<file path="src/fmtpx_pkg.sv">
package fmtpx_pkg;

  // Default store depth in words (a power of two).
  localparam int unsigned STORE_DEPTH_DEF = 65536;
  // Width of y * row_pitch + x before it wraps to the store depth.
  localparam int unsigned SUM_W = 17;
  localparam int unsigned WORD_W = 32;
  // Depth of the command and result queues.
  localparam int unsigned QUEUE_DEPTH = 4;
  localparam int unsigned QCNT_W = $clog2(QUEUE_DEPTH + 1);
  localparam logic [8:0] SIDE_RESET = 9'd256;

  typedef enum logic [2:0] {
    FMT_RGBA8888 = 3'd0,
    FMT_RGBA4444 = 3'd1,
    FMT_RGB5A1   = 3'd2,
    FMT_RGB565   = 3'd3,
    FMT_A8       = 3'd4
  } pix_fmt_e;

  typedef enum logic [1:0] {
    REQ_READ  = 2'd0,
    REQ_WRITE = 2'd1,
    REQ_FILL  = 2'd2
  } req_e;

  typedef enum logic [1:0] {
    CFG_FORMAT = 2'd0,
    CFG_WIDTH  = 2'd1,
    CFG_HEIGHT = 2'd2,
    CFG_PITCH  = 2'd3
  } cfg_idx_e;

  typedef enum logic [1:0] {
    OP_READ  = 2'd0,
    OP_WRITE = 2'd1,
    OP_FILL  = 2'd2,
    OP_REPLY = 2'd3
  } op_e;

  typedef struct packed {
    logic [2:0] fmt;
    logic [8:0] width;
    logic [8:0] height;
    logic [8:0] pitch;
  } cfg_t;

  typedef struct packed {
    op_e               op;
    logic              ok;
    logic [SUM_W-1:0]  base;
    logic [7:0]        col;
    logic [7:0]        row;
    logic [8:0]        col_end;
    logic [8:0]        row_end;
    logic [WORD_W-1:0] word;
  } cmd_t;

  typedef struct packed {
    logic [7:0] r;
    logic [7:0] g;
    logic [7:0] b;
    logic [7:0] a;
    logic       ok;
  } res_t;

  typedef struct packed {
    logic              valid;
    logic [WORD_W-1:0] word;
  } pack_t;

  typedef struct packed {
    logic [7:0] r;
    logic [7:0] g;
    logic [7:0] b;
    logic [7:0] a;
  } rgba_t;

  function automatic pack_t pack_pixel(logic [2:0] fmt, logic [7:0] r, logic [7:0] g,
                                       logic [7:0] b, logic [7:0] a);
    pack_t p;
    p.valid = 1'b1;
    p.word  = '0;
    case (fmt)
      FMT_RGBA8888: p.word = {a, b, g, r};
      FMT_RGBA4444: p.word = {16'd0, r[7:4], g[7:4], b[7:4], a[7:4]};
      FMT_RGB5A1:   p.word = {16'd0, r[7:3], g[7:3], b[7:3], |a};
      FMT_RGB565:   p.word = {16'd0, r[7:3], g[7:2], b[7:3]};
      FMT_A8:       p.word = {24'd0, a};
      default:      p.valid = 1'b0;
    endcase
    return p;
  endfunction

  function automatic rgba_t unpack_pixel(logic [2:0] fmt, logic [WORD_W-1:0] w);
    rgba_t c;
    c = '0;
    case (fmt)
      FMT_RGBA8888: c = {w[7:0], w[15:8], w[23:16], w[31:24]};
      FMT_RGBA4444: c = {w[15:12], w[15:12], w[11:8], w[11:8],
                         w[7:4], w[7:4], w[3:0], w[3:0]};
      FMT_RGB5A1:   c = {w[15:11], 3'd0, w[10:6], 3'd0, w[5:1], 3'd0, {8{w[0]}}};
      FMT_RGB565:   c = {w[15:11], 3'd0, w[10:5], 2'd0, w[4:0], 3'd0, 8'hff};
      FMT_A8:       c = {8'hff, 8'hff, 8'hff, w[7:0]};
      default:      c = '0;
    endcase
    return c;
  endfunction

endpackage

</file>
<file path="src/fmtpx_front.sv">
module fmtpx_front
  import fmtpx_pkg::*;
(
  input  cfg_t       cfg_i,
  input  logic [1:0] req_type_i,
  input  logic [7:0] pos_x_i,
  input  logic [7:0] pos_y_i,
  input  logic [8:0] rect_width_i,
  input  logic [8:0] rect_height_i,
  input  logic [7:0] red_in_i,
  input  logic [7:0] green_in_i,
  input  logic [7:0] blue_in_i,
  input  logic [7:0] alpha_in_i,
  output cmd_t       cmd_o
);

  logic [SUM_W-1:0] row_base;
  logic [SUM_W-1:0] pix_sum;
  logic [9:0]       x_end_raw, y_end_raw;
  logic [8:0]       col_end, row_end;
  logic             in_bounds, rect_empty;
  pack_t            pk;

  assign row_base  = SUM_W'(pos_y_i) * SUM_W'(cfg_i.pitch);
  assign pix_sum   = row_base + SUM_W'(pos_x_i);
  assign in_bounds = ({1'b0, pos_x_i} < cfg_i.width) && ({1'b0, pos_y_i} < cfg_i.height);
  assign pk        = pack_pixel(cfg_i.fmt, red_in_i, green_in_i, blue_in_i, alpha_in_i);

  // Clip the rectangle at the content edge.
  assign x_end_raw = 10'(pos_x_i) + 10'(rect_width_i);
  assign y_end_raw = 10'(pos_y_i) + 10'(rect_height_i);
  assign col_end   = (x_end_raw > 10'(cfg_i.width)) ? cfg_i.width : x_end_raw[8:0];
  assign row_end   = (y_end_raw > 10'(cfg_i.height)) ? cfg_i.height : y_end_raw[8:0];
  assign rect_empty = (col_end <= {1'b0, pos_x_i}) || (row_end <= {1'b0, pos_y_i});

  always_comb begin
    cmd_o.op      = OP_REPLY;
    cmd_o.ok      = 1'b0;
    cmd_o.base    = pix_sum;
    cmd_o.col     = pos_x_i;
    cmd_o.row     = pos_y_i;
    cmd_o.col_end = col_end;
    cmd_o.row_end = row_end;
    cmd_o.word    = pk.word;
    unique case (req_type_i)
      REQ_READ: begin
        if (in_bounds && pk.valid) begin
          cmd_o.op = OP_READ;
        end
      end
      REQ_WRITE: begin
        if (in_bounds && pk.valid) begin
          cmd_o.op = OP_WRITE;
        end
      end
      REQ_FILL: begin
        cmd_o.ok   = 1'b1;
        cmd_o.base = row_base;
        if (pk.valid && !rect_empty) begin
          cmd_o.op = OP_FILL;
        end
      end
      default: begin
        cmd_o.op = OP_REPLY;
      end
    endcase
  end

endmodule

</file>
<file path="config.mk">
export PLATFORM = sky130hd
export DESIGN_NAME = fmtpx_front
export DESIGN_NICKNAME = d
export VERILOG_FILES = /design/src/fmtpx_pkg.sv /design/src/fmtpx_front.sv
export SDC_FILE = /design/constraint.sdc
export NUM_CORES = 1
export LEC_CHECK = 0
export ABC_AREA = 1
export ABC_CLOCK_PERIOD_IN_PS = 13900
export BUFFER_PORTS_ARGS = -buffer_cell sky130_fd_sc_hd__buf_2
export CAP_MARGIN = 5
export CORE_UTILIZATION = 45
export DETAILED_ROUTE_END_ITERATION = 10
export PLACE_DENSITY = 0.81
export SLEW_MARGIN = 20
export SYNTH_ARGS = -nofsm -noshare
export SYNTH_HDL_FRONTEND = slang
export SYNTH_SLANG_ARGS = --single-unit
</file>
<file path="constraint.sdc">
create_clock -name vclk -period 13.9
set_input_delay 2.78 -clock vclk [all_inputs]
set_output_delay 2.78 -clock vclk [all_outputs]
set_load 0.02 [all_outputs]
</file>
==> results.ini, run 1 <==
[sta]
fin_crit_sh_pct = 72.8
max_freq_ghz = 0.0988
final_hold_viol_count = 0
final-max-slew-violation-count = 0
fin_crit_ps = 10120
final-setup-viol-count = 0
rsz0062_at_grt = no
setup_tns_ps = 0
worstMarginPinSlew_ps = 808
slew-limit-headroom_pct = 45.9

[route]
dr.pass1.iters = 5
initialDrtViolationCount = 258
routed_antenna_nets = 0
wirelength_um = 16300
remaining_drc_errors = 0
post_drt_via_cell_ratio = 5.00
route.detailed.wl_per_inst_um = 12.8
detailroute.via_count = 6365

[logic_synthesis]
yosys_warnings = 0
mappedNetlistArea_um2 = 6000
synth_sequential_area_ratio_pct = 0
synthDistinctLibCells = 50
synth.avg_cell_area_um2 = 6.27
synthesized_net_count = 1209
postSynthCellCount = 957

[worst_setup_path]
required_ps = 11120
crit_end = cmd_o[79]
cp_data_arrival_time_ps = 7340
crit_path_start = pos_y_i[4]
critical_path.max_fanout = 13
worst_setup_sp_type = input pin
path_class = in2out
timing.critical_path.to_type = primary output

[floorplanning]
chipHeight_um = 117
die_width_um = 117
num_rows = 41
die-area_um2 = 13800
number_of_top_level_pins = 184
starting_density_of_the_core_pct = 46.8
core_um2 = 12800

[cells_and_area]
antenna_cells = 0
layout_common_cells = 252 x sky130_fd_sc_hd__nand2_1, 229 x sky130_fd_sc_hd__inv_1, 184 x sky130_fd_sc_hd__buf_2, 109 x sky130_fd_sc_hd__ha_1, 52 x sky130_fd_sc_hd__nor2_1
flow.area_growth_from_synthesis_pct = 15.4
fin_nets = 1356
layout.cells.most_common = sky130_fd_sc_hd__nand2_1
drive_above_1_share_pct = 20.0
final.fill_count = 1295
sequential_cell_area_um2 = 0
n_clock_buffer = 0
flops_and_latches = 0

[status]
status = complete, no violations

[pwr]
powerDensity_nw_per_um2 = 133
finalPower_mw = 0.922
cellLeakagePower_nw = 4.46
ir_worst_vdd_mv = 0.300

[hold_path]
worstHoldPathType = in2out
hold_start = pos_x_i[3]

[placed_design]
detailedPlacementHpwl_um = 14400
number_of_buffers_added_on_ports = 184
routabilityCongestion = 0.979

[clocking]
post_cts_buffers = 0
ctsResizeCount = 0
cts-hold-fix-buffers = 0

[job]
cap_violations = 0

[global_route]
antenna_found_initial = 0
overflow = 0
grt_pass1_wl_um = 26900
largest_net_degree_at_the_start_of_global_routing = 18
grt_pass1_vias = 5978
grt_usage_pct = 23.0

## synth_stat cells (all sizes together), types with 2 or more instances
master / count / area, um^2
o21bai: 3 / 22.5
a221oi: 2 / 17.5
a21oi: 45 / 236
nor3: 8 / 45.0
o22ai: 7 / 43.8
ha: 109 / 1360
o21ai: 43 / 219
inv: 234 / 878
nand2: 260 / 1010
nand3b: 5 / 41.3
buf: 20 / 139
nand4: 12 / 75.1
a211oi: 2 / 15.0
o211ai: 4 / 35.0
a21boi: 3 / 22.5
nor2: 58 / 248
a21o: 6 / 45.0
xnor2: 4 / 42.6
nand3: 31 / 195
fa: 45 / 901
clkbuf: 19 / 71.3
a31oi: 5 / 31.3
o2111ai: 3 / 26.3
xor2: 22 / 226
## worst min-delay path by stage
stage | end | slack [ps] | depth (start not counted)
3_5_place_dp | cmd_o[61] | 5870 | 2
3_3_place_gp | cmd_o[61] | 5870 | 2
6_report | cmd_o[61] | 5870 | 2
4_1_cts | cmd_o[61] | 5870 | 2
5_1_grt | cmd_o[61] | 5880 | 2
2_1_floorplan | cmd_o[50] | 5670 | 1
## kinds of logic (layout without fill, tap and decap cells)
logic type | count (synthesis) | in the layout | share of synthesized area (%)
AOI/OAI and AO/OA | 127 | 127 | 12.5
xor gates and xnor gates | 26 | 26 | 4.48
adders and majority gates | 154 | 154 | 37.8
buffers and inverters | 273 | 418 | 18.1
and+or+nand+nor | 377 | 377 | 27.2
## report_power, final
part	switching, mW	leakage [nW]	internal, mW
sequential	0	0	0
combinational	0.590	4.46	0.331
clock	0	0	0
total	0.590	4.46	0.331
## worst max-delay path, stage by stage
cell	delay [ps]
sky130_fd_sc_hd__buf_2	180
sky130_fd_sc_hd__nand2_1	80
sky130_fd_sc_hd__inv_1	50
sky130_fd_sc_hd__fa_1	440
sky130_fd_sc_hd__fa_1	540
sky130_fd_sc_hd__inv_1	50
sky130_fd_sc_hd__fa_1	470
sky130_fd_sc_hd__fa_1	550
sky130_fd_sc_hd__inv_1	40
sky130_fd_sc_hd__ha_1	330
sky130_fd_sc_hd__inv_1	130
sky130_fd_sc_hd__xor2_1	200
sky130_fd_sc_hd__inv_1	60
sky130_fd_sc_hd__ha_1	300
sky130_fd_sc_hd__nand2_1	50
sky130_fd_sc_hd__inv_1	70
sky130_fd_sc_hd__nand4_1	90
sky130_fd_sc_hd__nand3_1	100
sky130_fd_sc_hd__nand2_1	70
sky130_fd_sc_hd__nand2_1	90
sky130_fd_sc_hd__nand3_2	120
sky130_fd_sc_hd__nor2_2	150
sky130_fd_sc_hd__nand2_1	60
sky130_fd_sc_hd__a21boi_1	130
sky130_fd_sc_hd__buf_2	180
## layout make-up
type | instances | area [um^2] | area share [%]
Multi-Input combinational cell | 684 | 4910 | 70.9
Timing Repair Buffer | 184 | 921 | 13.3
Inverter | 234 | 878 | 12.7
Tap cell | 172 | 215 | 3.11
## per-stage QoR
| stage | worst slack [ps] | std cells | hold WS, ps | area (um^2) | utilization, % |
|---|---|---|---|---|---|
| after CTS | 3760 | 1274 | 5870 | 6920 | 54.0 |
| after global routing | 3360 | 1274 | 5880 | 6920 | 54.0 |
| after detailed placement | 3770 | 1274 | 5870 | 6920 | 54.0 |
| after floorplan | 3980 | 957 | 5670 | 6000 | - |
| after global placement | 3860 | 1274 | 5870 | 6920 | 54.0 |
| final | 3780 | 1274 | 5870 | 6920 | 54.0 |
## per-layer routing
metal / global-route usage [%] / part of all wire (%) / vias up
met5: 0 / 0 / -
met3: 1.21 / 4.9 / 12
met1: 27.3 / 41 / 2902
li1: - / - / 3244
met2: 45.9 / 53 / 207
met4: 2.72 / 0.88 / 0
Power figures use the tool's default switching activity.
==> run 2: changes to the inputs <==
--- a/config.mk
+++ b/config.mk
@@ -5,13 +5,13 @@
 export SDC_FILE = /design/constraint.sdc
 export NUM_CORES = 1
 export LEC_CHECK = 0
-export ABC_AREA = 1
-export ABC_CLOCK_PERIOD_IN_PS = 13900
+export ABC_AREA = 0
+export ABC_CLOCK_PERIOD_IN_PS = 9700
 export BUFFER_PORTS_ARGS = -buffer_cell sky130_fd_sc_hd__buf_2
 export CAP_MARGIN = 5
 export CORE_UTILIZATION = 45
 export DETAILED_ROUTE_END_ITERATION = 10
-export PLACE_DENSITY = 0.81
+export PLACE_DENSITY = 0.82
 export SLEW_MARGIN = 20
 export SYNTH_ARGS = -nofsm -noshare
 export SYNTH_HDL_FRONTEND = slang
==> constraint.sdc (replaced) <==
create_clock -name vclk -period 9.7
set_input_delay 1.94 -clock vclk [all_inputs]
set_output_delay 1.94 -clock vclk [all_outputs]
set_load 0.02 [all_outputs]
==> results.ini, run 2 <==
[pwr]
sw_frac_of_total_pct = 60.1
cellInternalPower_mw = 0.486
share_clk_of_total_power_pct = 0
cellLeakagePower_nw = 3.63
finalPower_mw = 1.22
power.net_switching_mw = 0.732
ir_worst_vdd_mv = 0.259
seq_power_share_pct = 0
combinational_cell_fraction_of_total_power_pct = 100.0
powerDensity_nw_per_um2 = 186

[cells_and_area]
final.fill_count = 1154
drive_above_1_share_pct = 23.1
n_clock_buffer = 0
flow.area_growth_from_synthesis_pct = 16.7
sequential_cell_area_um2 = 0
layout_common_cells = 184 x sky130_fd_sc_hd__buf_2, 109 x sky130_fd_sc_hd__ha_1, 104 x sky130_fd_sc_hd__inv_1, 88 x sky130_fd_sc_hd__nand2_1, 55 x sky130_fd_sc_hd__and2_1
layout.cells.most_common = sky130_fd_sc_hd__buf_2
fin_nets = 1151
final_cell_area_um2 = 6550
flops_and_latches = 0
fin_cells = 1067
multi_input_area_um2 = 5020

[floorplanning]
num_rows = 40
core_um2 = 12100
die_width_um = 114
number_of_top_level_pins = 184
starting_density_of_the_core_pct = 46.5
die-area_um2 = 12900
chipHeight_um = 114

[sta]
max_freq_ghz = 0.109
rsz0062_at_grt = no
worstMarginPinSlew_ps = 644
final-setup-viol-count = 0
slew-limit-headroom_pct = 56.9
final-max-slew-violation-count = 0
fin_crit_sh_pct = 94.9
setup_tns_ps = 0
postLayoutSetupSlackWorst_ps = 495
final_hold_viol_count = 0
fin_crit_ps = 9210

[logic_synthesis]
postSynthCellCount = 750
synth_largest_area_cell = sky130_fd_sc_hd__ha_1
synthDistinctLibCells = 63
synthesized_net_count = 1002
synth_sequential_area_ratio_pct = 0
synth.avg_cell_area_um2 = 7.48
yosys_warnings = 0
fraction_of_post_synthesis_cell_area_in_the_top_cell_type_by_area_pct = 24.3
yosysMostFrequentCell = sky130_fd_sc_hd__ha_1
synthTopCellsByArea = sky130_fd_sc_hd__ha_1 24%, sky130_fd_sc_hd__fa_1 16%, sky130_fd_sc_hd__inv_1 7.0%, sky130_fd_sc_hd__and2_1 6.1%, sky130_fd_sc_hd__nand2_1 5.9%
netlist_top_cells_count = 109 x sky130_fd_sc_hd__ha_1, 104 x sky130_fd_sc_hd__inv_1, 88 x sky130_fd_sc_hd__nand2_1
mappedNetlistArea_um2 = 5610

[global_route]
grt_pass1_vias = 5571
overflow = 0
grt_usage_pct = 23.7
largest_net_degree_at_the_start_of_global_routing = 27
antenna_found_initial = 2
grt_pass1_wl_um = 25200

[placed_design]
number_of_buffers_added_on_ports = 184
preCtsSetupSlack_ps = 356
detailedPlacementHpwl_um = 13400
dpl.cell_count = 1065
routabilityCongestion = 0.869
detailed_place.area_um2 = 6540

[route]
remaining_drc_errors = 0
route.detailed.wl_per_inst_um = 14.4
routed_antenna_nets = 0
initialDrtViolationCount = 278
wirelength_um = 15300
dr.pass1.iters = 5
detailroute.via_count = 5724
post_drt_via_cell_ratio = 5.36

[worst_setup_path]
timing.critical_path.to_type = primary output
worst_setup_sp_type = input pin
max_stage_delay_ps = 410
critical_path.max_fanout = 16
cp_slowest_cell = sky130_fd_sc_hd__fa_1
path_class = in2out
required_ps = 7760
cp_data_arrival_time_ps = 7270

[hold_path]
worstHoldPathType = in2out
min_path_cells = 2

[job]
cap_violations = 0

[clocking]
cts-hold-fix-buffers = 0
ctsResizeCount = 0
post_cts_buffers = 0

[status]
status = complete, no violations

==> run 2: cell count changes after synthesis, moves of 10 or more <==
| cell | before | now |
|---|---|---|
| sky130_fd_sc_hd__xnor2_1 | 3 | 27 |
| sky130_fd_sc_hd__nand3_1 | 26 | 6 |
| sky130_fd_sc_hd__nand2_1 | 252 | 88 |
| sky130_fd_sc_hd__nor2b_1 | 1 | 12 |
| sky130_fd_sc_hd__o21ai_0 | 27 | 39 |
| sky130_fd_sc_hd__and2_1 | 0 | 55 |
| sky130_fd_sc_hd__o21ai_1 | 15 | 0 |
| sky130_fd_sc_hd__inv_1 | 229 | 104 |
| sky130_fd_sc_hd__a22oi_1 | 0 | 10 |
| sky130_fd_sc_hd__nor2_1 | 52 | 35 |
==> run 2: final timing paths <==
kind	from	slack (ps)	end
max	pos_y_i[0]	490	cmd_o[84]
min	pos_x_i[0]	4180	cmd_o[58]
==> run 2: cell type report <==
class	count	area share [%]
Antenna cell	2	0.0765
Tap cell	168	3.21
Timing Repair Buffer	184	14.1
Multi-Input combinational cell	609	76.7
Inverter	104	5.96
==> run 2: logic make-up (layout without fill, tap and decap cells) <==
group / Yosys count / count (layout) / synth area share (%)
compound gates: 161 / 161 / 18.4
fa+ha+maj: 154 / 154 / 40.4
simple gates: 240 / 240 / 21.6
xor+xnor: 38 / 38 / 6.07
mux: 16 / 16 / 3.06
other cells: 0 / 2 / 0
buf+inv: 141 / 288 / 10.5
==> run 2: power by group through the flow <==
| stage | clock network [mW] | registers, mW | logic (mW) |
|---|---|---|---|
| finish | 0.0000000278 | 0 | 1.22 |
| global route | 0.0000000277 | 0 | 1.36 |
| CTS | 0 | 0 | 1.23 |
| detailed placement | 0 | 0 | 1.22 |
| global placement | 0 | 0 | 1.20 |
| floorplan | 0 | 0 | 0.910 |
==> run 2: per-layer routing <==
metal / global-route usage [%] / share of wire, %
met1: 26.3 / 38
met4: 7.63 / 2.5
met2: 47.0 / 53
met3: 2.18 / 5.8
met5: 0 / 0
==> run 2: critical path, delay by kind of cell <==
family                   cells  cell delay [ps]
AO/OA/AOI/OAI               15             2530
XOR/XNOR                     1              130
adder cells (fa/ha/maj)      4             1210
buffers and inverters        2              390
AND/OR/NAND/NOR              7             1080
==> run 2: per-stage QoR <==
step,util [%],hold slack (ps)
finish,54.3,4180
global route,54.3,4180
CTS,54.2,4180
detailed placement,54.2,4180
global placement,54.2,4180
floorplan,-,3990
