===== config.mk =====
export PLATFORM = sky130hd
export DESIGN_NAME = fmtpx_fifo
export DESIGN_NICKNAME = d
export VERILOG_FILES = /design/src/fmtpx_fifo.sv
export SDC_FILE = /design/constraint.sdc
export NUM_CORES = 1
export LEC_CHECK = 0
export BUFFER_PORTS_ARGS = -buffer_cell sky130_fd_sc_hd__buf_4
export CORE_AREA = 3 3 62 64
export CTS_CLUSTER_SIZE = 24
export DETAILED_ROUTE_END_ITERATION = 8
export DIE_AREA = 0 0 65 67
export PLACE_DENSITY_LB_ADDON = 0.2
export SYNTH_ARGS = -nofsm -noshare
export SYNTH_HDL_FRONTEND = slang
export SYNTH_SLANG_ARGS = --single-unit

===== constraint.sdc =====
create_clock -name clk_i -period 1.69 [get_ports clk_i]
set_input_delay 0.2535 -clock clk_i [delete_from_list [all_inputs] [get_ports clk_i]]
set_output_delay 0.2535 -clock clk_i [all_outputs]
set_load 0.005 [all_outputs]

===== src/fmtpx_fifo.sv =====
module fmtpx_fifo #(
  parameter int unsigned WIDTH = 8,
  parameter int unsigned DEPTH = 4
) (
  input  logic                       clk_i,
  input  logic                       rst_ni,
  input  logic                       push_i,
  input  logic [WIDTH-1:0]           data_i,
  input  logic                       pop_i,
  output logic [WIDTH-1:0]           data_o,
  output logic                       full_o,
  output logic                       empty_o,
  output logic [$clog2(DEPTH+1)-1:0] count_o
);

  localparam int unsigned PW = $clog2(DEPTH);
  localparam int unsigned CW = $clog2(DEPTH + 1);

  logic [WIDTH-1:0] mem_q [DEPTH];
  logic [PW-1:0]    wr_ptr_q, wr_ptr_d, rd_ptr_q, rd_ptr_d;
  logic [CW-1:0]    cnt_q, cnt_d;
  logic             do_push, do_pop;

  assign full_o  = (cnt_q == CW'(DEPTH));
  assign empty_o = (cnt_q == '0);
  assign count_o = cnt_q;
  assign data_o  = mem_q[rd_ptr_q];
  assign do_push = push_i & ~full_o;
  assign do_pop  = pop_i & ~empty_o;

  always_comb begin
    wr_ptr_d = wr_ptr_q;
    rd_ptr_d = rd_ptr_q;
    cnt_d    = cnt_q;
    if (do_push) begin
      wr_ptr_d = (wr_ptr_q == PW'(DEPTH - 1)) ? '0 : wr_ptr_q + 1'b1;
    end
    if (do_pop) begin
      rd_ptr_d = (rd_ptr_q == PW'(DEPTH - 1)) ? '0 : rd_ptr_q + 1'b1;
    end
    if (do_push && !do_pop) begin
      cnt_d = cnt_q + 1'b1;
    end else if (do_pop && !do_push) begin
      cnt_d = cnt_q - 1'b1;
    end
  end

  always_ff @(posedge clk_i or negedge rst_ni) begin
    if (!rst_ni) begin
      wr_ptr_q <= '0;
      rd_ptr_q <= '0;
      cnt_q    <= '0;
    end else begin
      wr_ptr_q <= wr_ptr_d;
      rd_ptr_q <= rd_ptr_d;
      cnt_q    <= cnt_d;
    end
  end

  always_ff @(posedge clk_i) begin
    if (do_push) begin
      mem_q[wr_ptr_q] <= data_i;
    end
  end

endmodule


==> qor.yml, run 1 <==
detailed_routing:
  drt_iter0_drc: 14
  dr.pass1.iters: 2
  drtAntennaViolNets: 0
  wirelength_um: 2639
  route.vias.total: 837
  routedWlPerCell_um: 15.43
  drt_drc_violations_left: 0
  routed_via_density: 4.895
finish:
  final_common_cell: "edfxtp_1"
  final_cell_mix: "edfxtp_1, buf_4, buf_6, mux4_2"
  fin_util: 0.6382
  nets: 143
  drive_above_1_share: 0.5920
  syn_to_final_growth_pct: 31.43
  fillers: 262
  seq_area_sq_mm: 0.001139
  multi_input_area_sq_um: 493.0
  antenna_cells: 0
logic_synthesis:
  synth_cells: 79
  async_flop_share: 0.1795
  synth-edff-count: 32
  synth_top_area_frac: 0.5931
  syn_area_sq_mm: 0.001620
  synth_seq_area_share: 0.7012
  ys_seq_elements: 39
  synth_nets: 98
  yosysWarnings: 0
  netlist.top_cell.by_area: "edfxtp_1"
  synthTopCellsByArea: "edfxtp_1, mux4_2, dfrtp_1"
  synthFlopType: "edfxtp_1"
  synth.avg_cell_area_sq_um: 20.51
  yosys.cell_types.count: 19
timing:
  finalSetupViolCount: 10
  fin_crit_ps: 1820
  max_freq_mhz: 549.3
  worst_slack_ps: -130.5
  min_period_over_period: 1.077
  slew_headroom: 0.7238
  worstMarginPinSlew_ps: 414.3
  maxSlewViolCount: 0
  skew_ps: 10.78
  grt_setup_unrepaired: "true"
  hold_violations: 0
critical_path:
  cp.required_ps: 1910
  critPathArrivalTime_ps: 2050
  crit_path_start_kind: "register"
  worst-r2r-setup-slack_ps: -130
  path_class: "reg -> reg"
  crit_path_end_kind: "register"
  critPathMaxFanout: 3
pwr:
  p_leak_nw: 0.8376
  switching_share: 0.2851
  combPwrFrac: 0.429
  p_int_w: 0.002625
  p_seq_frac: 0.405
  peakVddDrop_mv: 0.8822
  powerDensity_mw_per_mm2: 1725
  clkPwrFrac: 0.166
  switchingPower_w: 0.001047
clocking:
  clkSlewWorstSetupHoldPaths_ps: 120
  numClockSinks: 39
  clk_path_buf_depth: 2
  cts_tree: "yes"
  insertion_delay_ps: 340
  cts_made_buffers: 5
  cts-htree-levels: 2
  cts_root_buf: "clkbuf_4"
die:
  io_pins: 25
  die-width_um: 65
  start_util: 0.4856
  dieArea_sq_mm: 0.004355
  coreArea_sq_mm: 0.003337
  rows: 21
  chipHeight_um: 67
placed_design:
  pre_cts_slack_ps: -139.3
  hpwl_um: 1820
  routabilityCongestion: 0.7493
  port_buffers: 24
grt:
  grt.overflow.total: 0
  grt_pass1_wl_um: 4229
  grt.total_usage: 0.1390
  antenna_found_initial: 0
  grt_max_degree: 14
  grt_pass1_vias: 899
run_status:
  status: "complete, but fails checks"
  violations: "setup timing"
job:
  cap_violations: 0
min_path:
  hold_class: "in -> reg"
## cell families after synthesis
logic type               synth area share
flip-flops                         0.7012
multiplexers                       0.1506
AND/OR/NAND/NOR                   0.05405
adder cells (fa/ha/maj)           0.05869
buffers and inverters             0.01930
XOR/XNOR                          0.01622
## state kept, by name (all words and copies together) (netlist names)
name,cells
count_o,3
mem_q,32
rd_ptr_q,2
wr_ptr_q,2
## power groups by stage
| stage | sequential, W | combinational (W) | clock (W) |
|---|---|---|---|
| 2_1_floorplan | 0.00145 | 0.000792 | 0 |
| 3_3_place_gp | 0.00148 | 0.00132 | 0 |
| 3_5_place_dp | 0.00150 | 0.00136 | 0 |
| 4_1_cts | 0.00148 | 0.00147 | 0.000630 |
| 5_1_grt | 0.00152 | 0.00172 | 0.000671 |
| 6_report | 0.00149 | 0.00157 | 0.000610 |
## Yosys cell counts, drive strengths merged, types with 2 or more instances
| master | number |
|---|---|
| buf | 3 |
| inv | 3 |
| nor2 | 3 |
| dfrtp | 7 |
| ha | 6 |
| mux4 | 8 |
| edfxtp | 32 |
| and2 | 4 |
| mux2 | 5 |
| xor2 | 2 |
## layer usage
layer / up-vias / global-route usage / wire length (um)
li1: 389 / - / -
met1: 426 / 0.1605 / 1095
met2: 17 / 0.2388 / 1419
met3: 5 / 0.05059 / 105
met4: 0 / 0.04749 / 19
met5: - / 0 / 0
## area by class of cell
type                       instances  share of cell area
timing repair buffer              41              0.1633
inverter                           3            0.005288
clock buffer                       5             0.01763
tap                               46             0.02703
multi-input combinational         34              0.2315
sequential                        39              0.5347
clock inverter                     3             0.02056
## worst max-delay path: stages (launching register included)
cell and delay (ps):
dfrtp_2 460, nor3b_4 260, nor2b_4 80, ha_4 170, inv_2 50, fa_2 420
mux2_4 270
## per-stage QoR
stage | hold slack [ps] | setup TNS [ps] | area (sq um) | power (W) | instances
after floorplan | -42.09 | -266.5 | 1640 | 0.002240 | 79
after CTS | 91.22 | -1343 | 2071 | 0.003584 | 167
after detailed placement | 74.58 | -231.8 | 1933 | 0.002858 | 156
final | 104.4 | -1124 | 2130 | 0.003672 | 171
after global routing | 72.91 | -1976 | 2130 | 0.003911 | 171
after global placement | 72.24 | -90.92 | 1933 | 0.002807 | 156
## repair_timing
action                     4_1_cts  5_1_grt
setup endpoints to repair       10       10
hold endpoints to repair         7        0
gates resized for setup          8       10
hold buffers                     1        0
pin swaps                        1        6
setup buffers                    2        4
## final timing paths
| check | end | cells past startpoint | startpoint |
|---|---|---|---|
| max | count_o[1] | 6 | count_o[0] |
| min | mem_q[3][6] | 1 | data_i[6] |
| max reg2reg | count_o[1] | 6 | count_o[0] |
| min reg2reg | wr_ptr_q[1] | 1 | wr_ptr_q[1] |
| max in group asynchronous | count_o[1] | 2 | rst_ni |
| min in group asynchronous | count_o[0] | 2 | rst_ni |
(Power assumes the default switching activity.)
==> inputs of run 2 (changes only) <==
--- a/config.mk
+++ b/config.mk
@@ -6,10 +6,11 @@
 export NUM_CORES = 1
 export LEC_CHECK = 0
 export BUFFER_PORTS_ARGS = -buffer_cell sky130_fd_sc_hd__buf_4
-export CORE_AREA = 3 3 62 64
+export CORE_AREA = 3 3 60 62
+export CTS_BUF_LIST = sky130_fd_sc_hd__clkbuf_8
 export CTS_CLUSTER_SIZE = 24
 export DETAILED_ROUTE_END_ITERATION = 8
-export DIE_AREA = 0 0 65 67
+export DIE_AREA = 0 0 63 65
 export PLACE_DENSITY_LB_ADDON = 0.2
 export SYNTH_ARGS = -nofsm -noshare
 export SYNTH_HDL_FRONTEND = slang
==> run 2 against run 1 <==
Effect of this change:
- the flow still finishes with violations (setup timing)
- critical path depth stayed put
- routed wire length is 2.2% lower
- sequential power hardly changed
- register-to-register slack better by 20 ps
- total power is 3.5% higher
- die area is 6.0% lower
- global-route usage is 0.66 points higher
==> qor.yml, run 2 (synthesis results as in run 1) <==
run_status:
  violations: "setup timing"
  status: "complete, but fails checks"
pwr:
  power.total_w: 0.003800  # +3.5%
  peakVddDrop_mv: 1.109  # +26%
  powerDensity_mw_per_mm2: 1764  # +2.3%
  p_int_w: 0.002748  # +4.7%
  switchingPower_w: 0.001052  # +0.45%
  combPwrFrac: 0.409  # -0.020
  p_seq_frac: 0.392  # -0.013
  clkPwrFrac: 0.199  # +0.033
  p_leak_nw: 0.8394  # +0.21%
  switching_share: 0.2768  # -0.008302
critical_path:
  critPathMaxFanout: 3  # unchanged
  worstReg2RegStart: "count_o[1]"
  crit_path_end_kind: "register"
  rr_endpoint: "count_o[1]"
  cp.required_ps: 1860  # -50 ps
  critPathArrivalTime_ps: 1970  # -80 ps
  reg2regPathDepth: 6  # unchanged
  worst-r2r-setup-slack_ps: -110  # +20 ps
  crit_path_start_kind: "register"
  path_class: "reg -> reg"
placed_design:
  routabilityCongestion: 0.6497  # -13%
  port_buffers: 24  # unchanged
  dpl_cell_area_sq_mm: 0.001936  # +0.13%
  hpwl_um: 1737  # -4.6%
timing:
  skew_ps: 3.433  # -7.343 ps
  worst_slack_ps: -113.2  # +17.27 ps
  worstMarginPinSlew_ps: 440.4  # +26.08 ps
  fin_crit_ps: 1803  # -17.27 ps
  finalSetupViolCount: 10  # unchanged
  maxSlewViolCount: 0  # unchanged
  hold-worst-slack_ps: 165.1  # +60.74 ps
  max_freq_mhz: 554.6  # +0.96%
  hold_violations: 0  # unchanged
  slew_headroom: 0.7064  # -0.01739
  min_period_over_period: 1.067  # -0.01022
  grt_setup_unrepaired: "true"
min_path:
  hold_class: "in -> reg"
  whs_path_depth: 1  # unchanged
  min_to: "mem_q[1][2]"
  min_from: "data_i[2]"
finish:
  regMostFlops: "mem_q"
  final_common_cell: "edfxtp_1"
  final_area_sq_mm: 0.002155  # +1.2%
  antenna_cells: 0  # unchanged
  fillers: 214  # -18%
  drive_above_1_share: 0.5854  # -0.006634
  final_cell_mix: "edfxtp_1, buf_4, buf_6, mux4_2"
  largest_register_ffs: 32  # unchanged
  syn_to_final_growth_pct: 32.97
  nets: 141  # -1.4%
detailed_routing:
  wirelength_um: 2580  # -2.2%
  drtAntennaViolNets: 0  # unchanged
  drt_drc_violations_left: 0  # unchanged
  dr.pass1.iters: 4  # +2
  route.vias.total: 820  # -2.0%
  routed_via_density: 4.910  # +0.32%
  routedWlPerCell_um: 15.45  # +0.11%
  drt_iter0_drc: 19  # +5
die:
  die-width_um: 63  # -3.1%
  chipHeight_um: 65  # -3.0%
  start_util: 0.5264  # +0.04086
  coreArea_sq_mm: 0.003078  # -7.8%
  dieArea_sq_mm: 0.004095  # -6.0%
  io_pins: 25  # unchanged
  rows: 20  # -4.8%
grt:
  antenna_found_initial: 0  # unchanged
  grt.total_usage: 0.1456  # +0.006623
  grt_max_degree: 14  # unchanged
  grt_pass1_wl_um: 4347  # +2.8%
  grt_pass1_vias: 878  # -2.3%
  grt.overflow.total: 0  # unchanged
clocking:
  numClockSinks: 39  # unchanged
  cts-htree-levels: 2  # unchanged
  clk_path_buf_depth: 2  # unchanged
  cts_made_buffers: 5  # unchanged
  cts_root_buf: "clkbuf_8"
  insertion_delay_ps: 280  # -60 ps
  clkSlewWorstSetupHoldPaths_ps: 80  # -40 ps
  cts_tree: "yes"
job:
  cap_violations: 0  # unchanged
run 2: cell types whose count changed in the layout (fill, tap and decap cells not counted), moves of 2 or more:
| cell | delta |
|---|---|
| and2_2 | +4 |
| buf_6 | +2 |
| clkbuf_8 | +5 |
| and2_4 | -4 |
| clkbuf_4 | -5 |
| buf_4 | -5 |
run 2: worst max-delay path, cell delays in order (launching register included):
cell	delay (ps)
dfrtp_2	450
nor3b_4	260
nor2b_4	80
ha_4	170
inv_2	60
fa_2	420
mux2_2	260
run 2: area by class of cell:
type | instances | area, sq um | share of cell area
Clock buffer | 5 | 68.82 | 0.03194
Clock inverter | 3 | 43.79 | 0.02033
Inverter | 3 | 11.26 | 0.005226
Multi-Input combinational cell | 34 | 484.2 | 0.2247
Sequential cell | 39 | 1139 | 0.5285
Tap cell | 44 | 55.05 | 0.02555
Timing Repair Buffer | 39 | 352.8 | 0.1638
run 2: power by group through the flow:
stage / combinational (W) / sequential, W / clock, W
2_1_floorplan: 0.000792 / 0.00145 / 0
3_3_place_gp: 0.00135 / 0.00148 / 0
3_5_place_dp: 0.00136 / 0.00150 / 0
4_1_cts: 0.00154 / 0.00148 / 0.000773
5_1_grt: 0.00170 / 0.00152 / 0.000819
6_report: 0.00155 / 0.00149 / 0.000754
run 2: how the worst max path moves through the flow:
stage,startpoint,end,slack (ps),cells after the start
floorplan,count_o[0],count_o[1],-140,7
global placement,count_o[0],count_o[2],-70,8
detailed placement,count_o[0],count_o[2],-130,8
CTS,count_o[1],count_o[2],-100,8
global route,count_o[1],count_o[1],-180,6
finish,count_o[1],count_o[1],-110,6
run 2: what timing repair did:
action	in CTS	in global routing
gates resized for setup	12	4
buffers inserted	5	2
pin swaps	4	6
endpoints found under the hold margin	7	0
hold buffers	1	0
setup endpoints to repair	10	11
run 2: routing by layer:
metal	vias up	track usage	share of wire
met5	-	0	0
met1	410	0.1725	0.41
li1	386	-	-
met3	2	0.05373	0.056
met4	0	0.05785	0.0039
met2	22	0.2411	0.53
run 2: metrics by stage:
stage	TNS (ps)	std cells	util	setup WS [ps]
after detailed placement	-190.9	153	0.6289	-127.7
after global placement	-107.5	153	0.6289	-70.14
after floorplan	-266.5	79	-	-142.2
after CTS	-598.1	167	0.6951	-96.53
after global routing	-1064	167	0.7000	-182.1
final	-451.5	167	0.7000	-113.2
==> inputs of run 3 (changes only) <==
--- a/config.mk
+++ b/config.mk
@@ -12,6 +12,7 @@
 export DETAILED_ROUTE_END_ITERATION = 8
 export DIE_AREA = 0 0 63 65
 export PLACE_DENSITY_LB_ADDON = 0.2
+export SLEW_MARGIN = 20
 export SYNTH_ARGS = -nofsm -noshare
 export SYNTH_HDL_FRONTEND = slang
 export SYNTH_SLANG_ARGS = --single-unit
==> constraint.sdc (replaced) <==
create_clock -name clk_i -period 1.69 [get_ports clk_i]
set_input_delay 0.2535 -clock clk_i [delete_from_list [all_inputs] [get_ports clk_i]]
set_output_delay 0.2535 -clock clk_i [all_outputs]
set_load 0.05 [all_outputs]
==> run 3 against run 2 <==
Effect of this change:
- the run still ends with setup timing left
- final cell count down 0.60%
- clock-buffer cell count unchanged
- die area did not move
- clock skew decreased by 0.57 ps
- core utilization fell by 0.49 points
==> qor.yml, run 3 (synthesis results as in run 1) <==
grt:
  antenna_found_initial: 0  # unchanged
  grt_max_degree: 14  # unchanged
  grt.total_usage: 0.1418  # -0.003812
  grt_pass1_wl_um: 4257  # -2.1%
  grt_pass1_vias: 905  # +3.1%
  grt.overflow.total: 0  # unchanged
detailed_routing:
  dr.pass1.iters: 3  # -1
  drt_drc_violations_left: 0  # unchanged
  drt_iter0_drc: 21  # +2
  routed_via_density: 4.886  # -0.50%
  wirelength_um: 2567  # -0.50%
  routedWlPerCell_um: 15.46  # about the same
  route.vias.total: 811  # -1.1%
  drtAntennaViolNets: 0  # unchanged
finish:
  final_cell_mix: "edfxtp_1, buf_4, buf_6, mux4_2"
  final_area_sq_mm: 0.002140  # -0.70%
  largest_register_ffs: 32  # unchanged
  nets: 140  # -0.71%
  fillers: 199  # -7.0%
  drive_above_1_share: 0.5902  # +0.004798
  antenna_cells: 0  # unchanged
  final_cells: 166  # -0.60%
  syn_to_final_growth_pct: 32.05
  final_common_cell: "edfxtp_1"
  multi_input_area_sq_um: 488.0  # +0.78%
  seq_area_sq_mm: 0.001140  # +0.11%
  regMostFlops: "mem_q"
timing:
  finalSetupViolCount: 10  # unchanged
  grt_setup_unrepaired: "true"
  skew_ps: 2.859  # -0.5738 ps
  maxSlewViolCount: 0  # unchanged
  hold-worst-slack_ps: 170.9  # +5.791 ps
  max_freq_mhz: 552.8  # -0.31%
  fin_crit_ps: 1809  # +5.645 ps
  min_period_over_period: 1.070  # +0.003340
  slew_headroom: 0.7127  # +0.006296
  worstMarginPinSlew_ps: 431.0  # -9.443 ps
  hold_violations: 0  # unchanged
  worst_slack_ps: -118.8  # -5.645 ps
critical_path:
  crit_path_start_kind: "register"
  crit_family: "adder cells"
  slowest_stage: "dfrtp_2"
  worstPathCellList: "nor3b_4, nor2b_2, ha_4, inv_2, fa_2, xor2_1, nor2_1, xor2_1"
  worst-path-buf-inv: 1  # unchanged
  critPathArrivalTime_ps: 2010  # +40 ps
  cpMostUsedCell: "xor2_1"
  path_class: "reg -> reg"
  slowest_delay_ps: 440  # about the same
  worst-r2r-setup-slack_ps: -120  # about the same
  crit_path_end_kind: "register"
  cp.required_ps: 1890  # +30 ps
  critPathMaxFanout: 3  # unchanged
clocking:
  numClockSinks: 39  # unchanged
  cts_made_buffers: 5  # unchanged
  clk_path_buf_depth: 2  # unchanged
  cts_root_buf: "clkbuf_8"
  insertion_delay_ps: 270  # about the same
  cts_tree: "yes"
  cts-htree-levels: 2  # unchanged
  clkSlewWorstSetupHoldPaths_ps: 80  # about the same
die:
  chipHeight_um: 65  # unchanged
  rows: 20  # unchanged
  io_pins: 25  # unchanged
  start_util: 0.5264  # unchanged
  die-width_um: 63  # unchanged
  dieArea_sq_mm: 0.004095  # unchanged
  coreArea_sq_mm: 0.003078  # unchanged
placed_design:
  place_inst: 154  # +0.65%
  dpl_cell_area_sq_mm: 0.001938  # +0.13%
  port_buffers: 24  # unchanged
  pre_cts_slack_ps: -154.9  # -27.15 ps
  hpwl_um: 1833  # +5.5%
  routabilityCongestion: 0.6615  # +1.8%
pwr:
  peakVddDrop_mv: 1.098  # -0.92%
  p_leak_nw: 0.8332  # -0.74%
  powerDensity_mw_per_mm2: 2090  # +18%
min_path:
  hold_class: "in -> reg"
job:
  cap_violations: 0  # unchanged
run_status:
  violations: "setup timing"
  status: "complete, but fails checks"
-- run 3: cell count changes in the layout (fill, tap and decap cells not counted), sizes merged --
cell	before	now
buf	38	37
-- run 3: layer usage --
| metal | GRT usage | part of all wire | vias up |
|---|---|---|---|
| met4 | 0.04683 | 0.0070 | 0 |
| met1 | 0.1643 | 0.41 | 412 |
| met2 | 0.2530 | 0.54 | 16 |
| met3 | 0.03986 | 0.040 | 2 |
| met5 | 0 | 0 | - |
| li1 | - | - | 381 |
-- run 3: layout make-up --
cell class	instances	share of cell area
Timing Repair Buffer	38	0.1556
Clock inverter	3	0.02047
Sequential cell	39	0.5327
Inverter	3	0.005263
Clock buffer	5	0.03216
Tap cell	44	0.02573
Multi-Input combinational cell	34	0.2281
-- run 3: timing repair --
| action | CTS | global route |
|---|---|---|
| hold endpoints to repair | 7 | 0 |
| hold buffers | 1 | 0 |
| setup endpoints to repair | 10 | 42 |
| setup buffers | 3 | 0 |
| pin swaps | 5 | 5 |
| resized for setup | 14 | 4 |
-- run 3: stage by stage --
step	total power [W]	setup TNS, ps	utilization
after floorplan	0.002908	-7768	-
after global placement	0.003476	-102.1	0.6297
after detailed placement	0.003538	-267.2	0.6297
after CTS	0.004504	-926.6	0.6935
after global routing	0.004710	-1377	0.6951
final	0.004471	-758.4	0.6951
-- run 3: path summary, 6_finish.rpt --
path | startpoint | endpoint | cells after the start
hold reg to reg | wr_ptr_q[1] | wr_ptr_q[1] | 1
setup reg to reg | count_o[2] | count_o[2] | 8
setup / recovery | count_o[2] | count_o[2] | 8
min in group asynchronous | rst_ni | count_o[0] | 2
max in group asynchronous | rst_ni | count_o[1] | 2
hold / removal | data_i[6] | mem_q[2][6] | 1
-- run 3: power by group --
| part | internal (W) | leakage (nW) | switching, W | total (W) |
|---|---|---|---|---|
| Sequential | 0.00131 | 0.372 | 0.000189 | 0.00150 |
| Clock | 0.000439 | 0.0581 | 0.000309 | 0.000748 |
| Combinational | 0.00103 | 0.403 | 0.00119 | 0.00222 |
-- run 3: worst reg2reg max path: stages (launching register included) --
cell     delay (ps)
dfrtp_2         440
nor3b_4         160
nor2b_2         190
ha_4            170
inv_2            30
fa_2            320
xor2_1          140
nor2_1          110
xor2_1          160
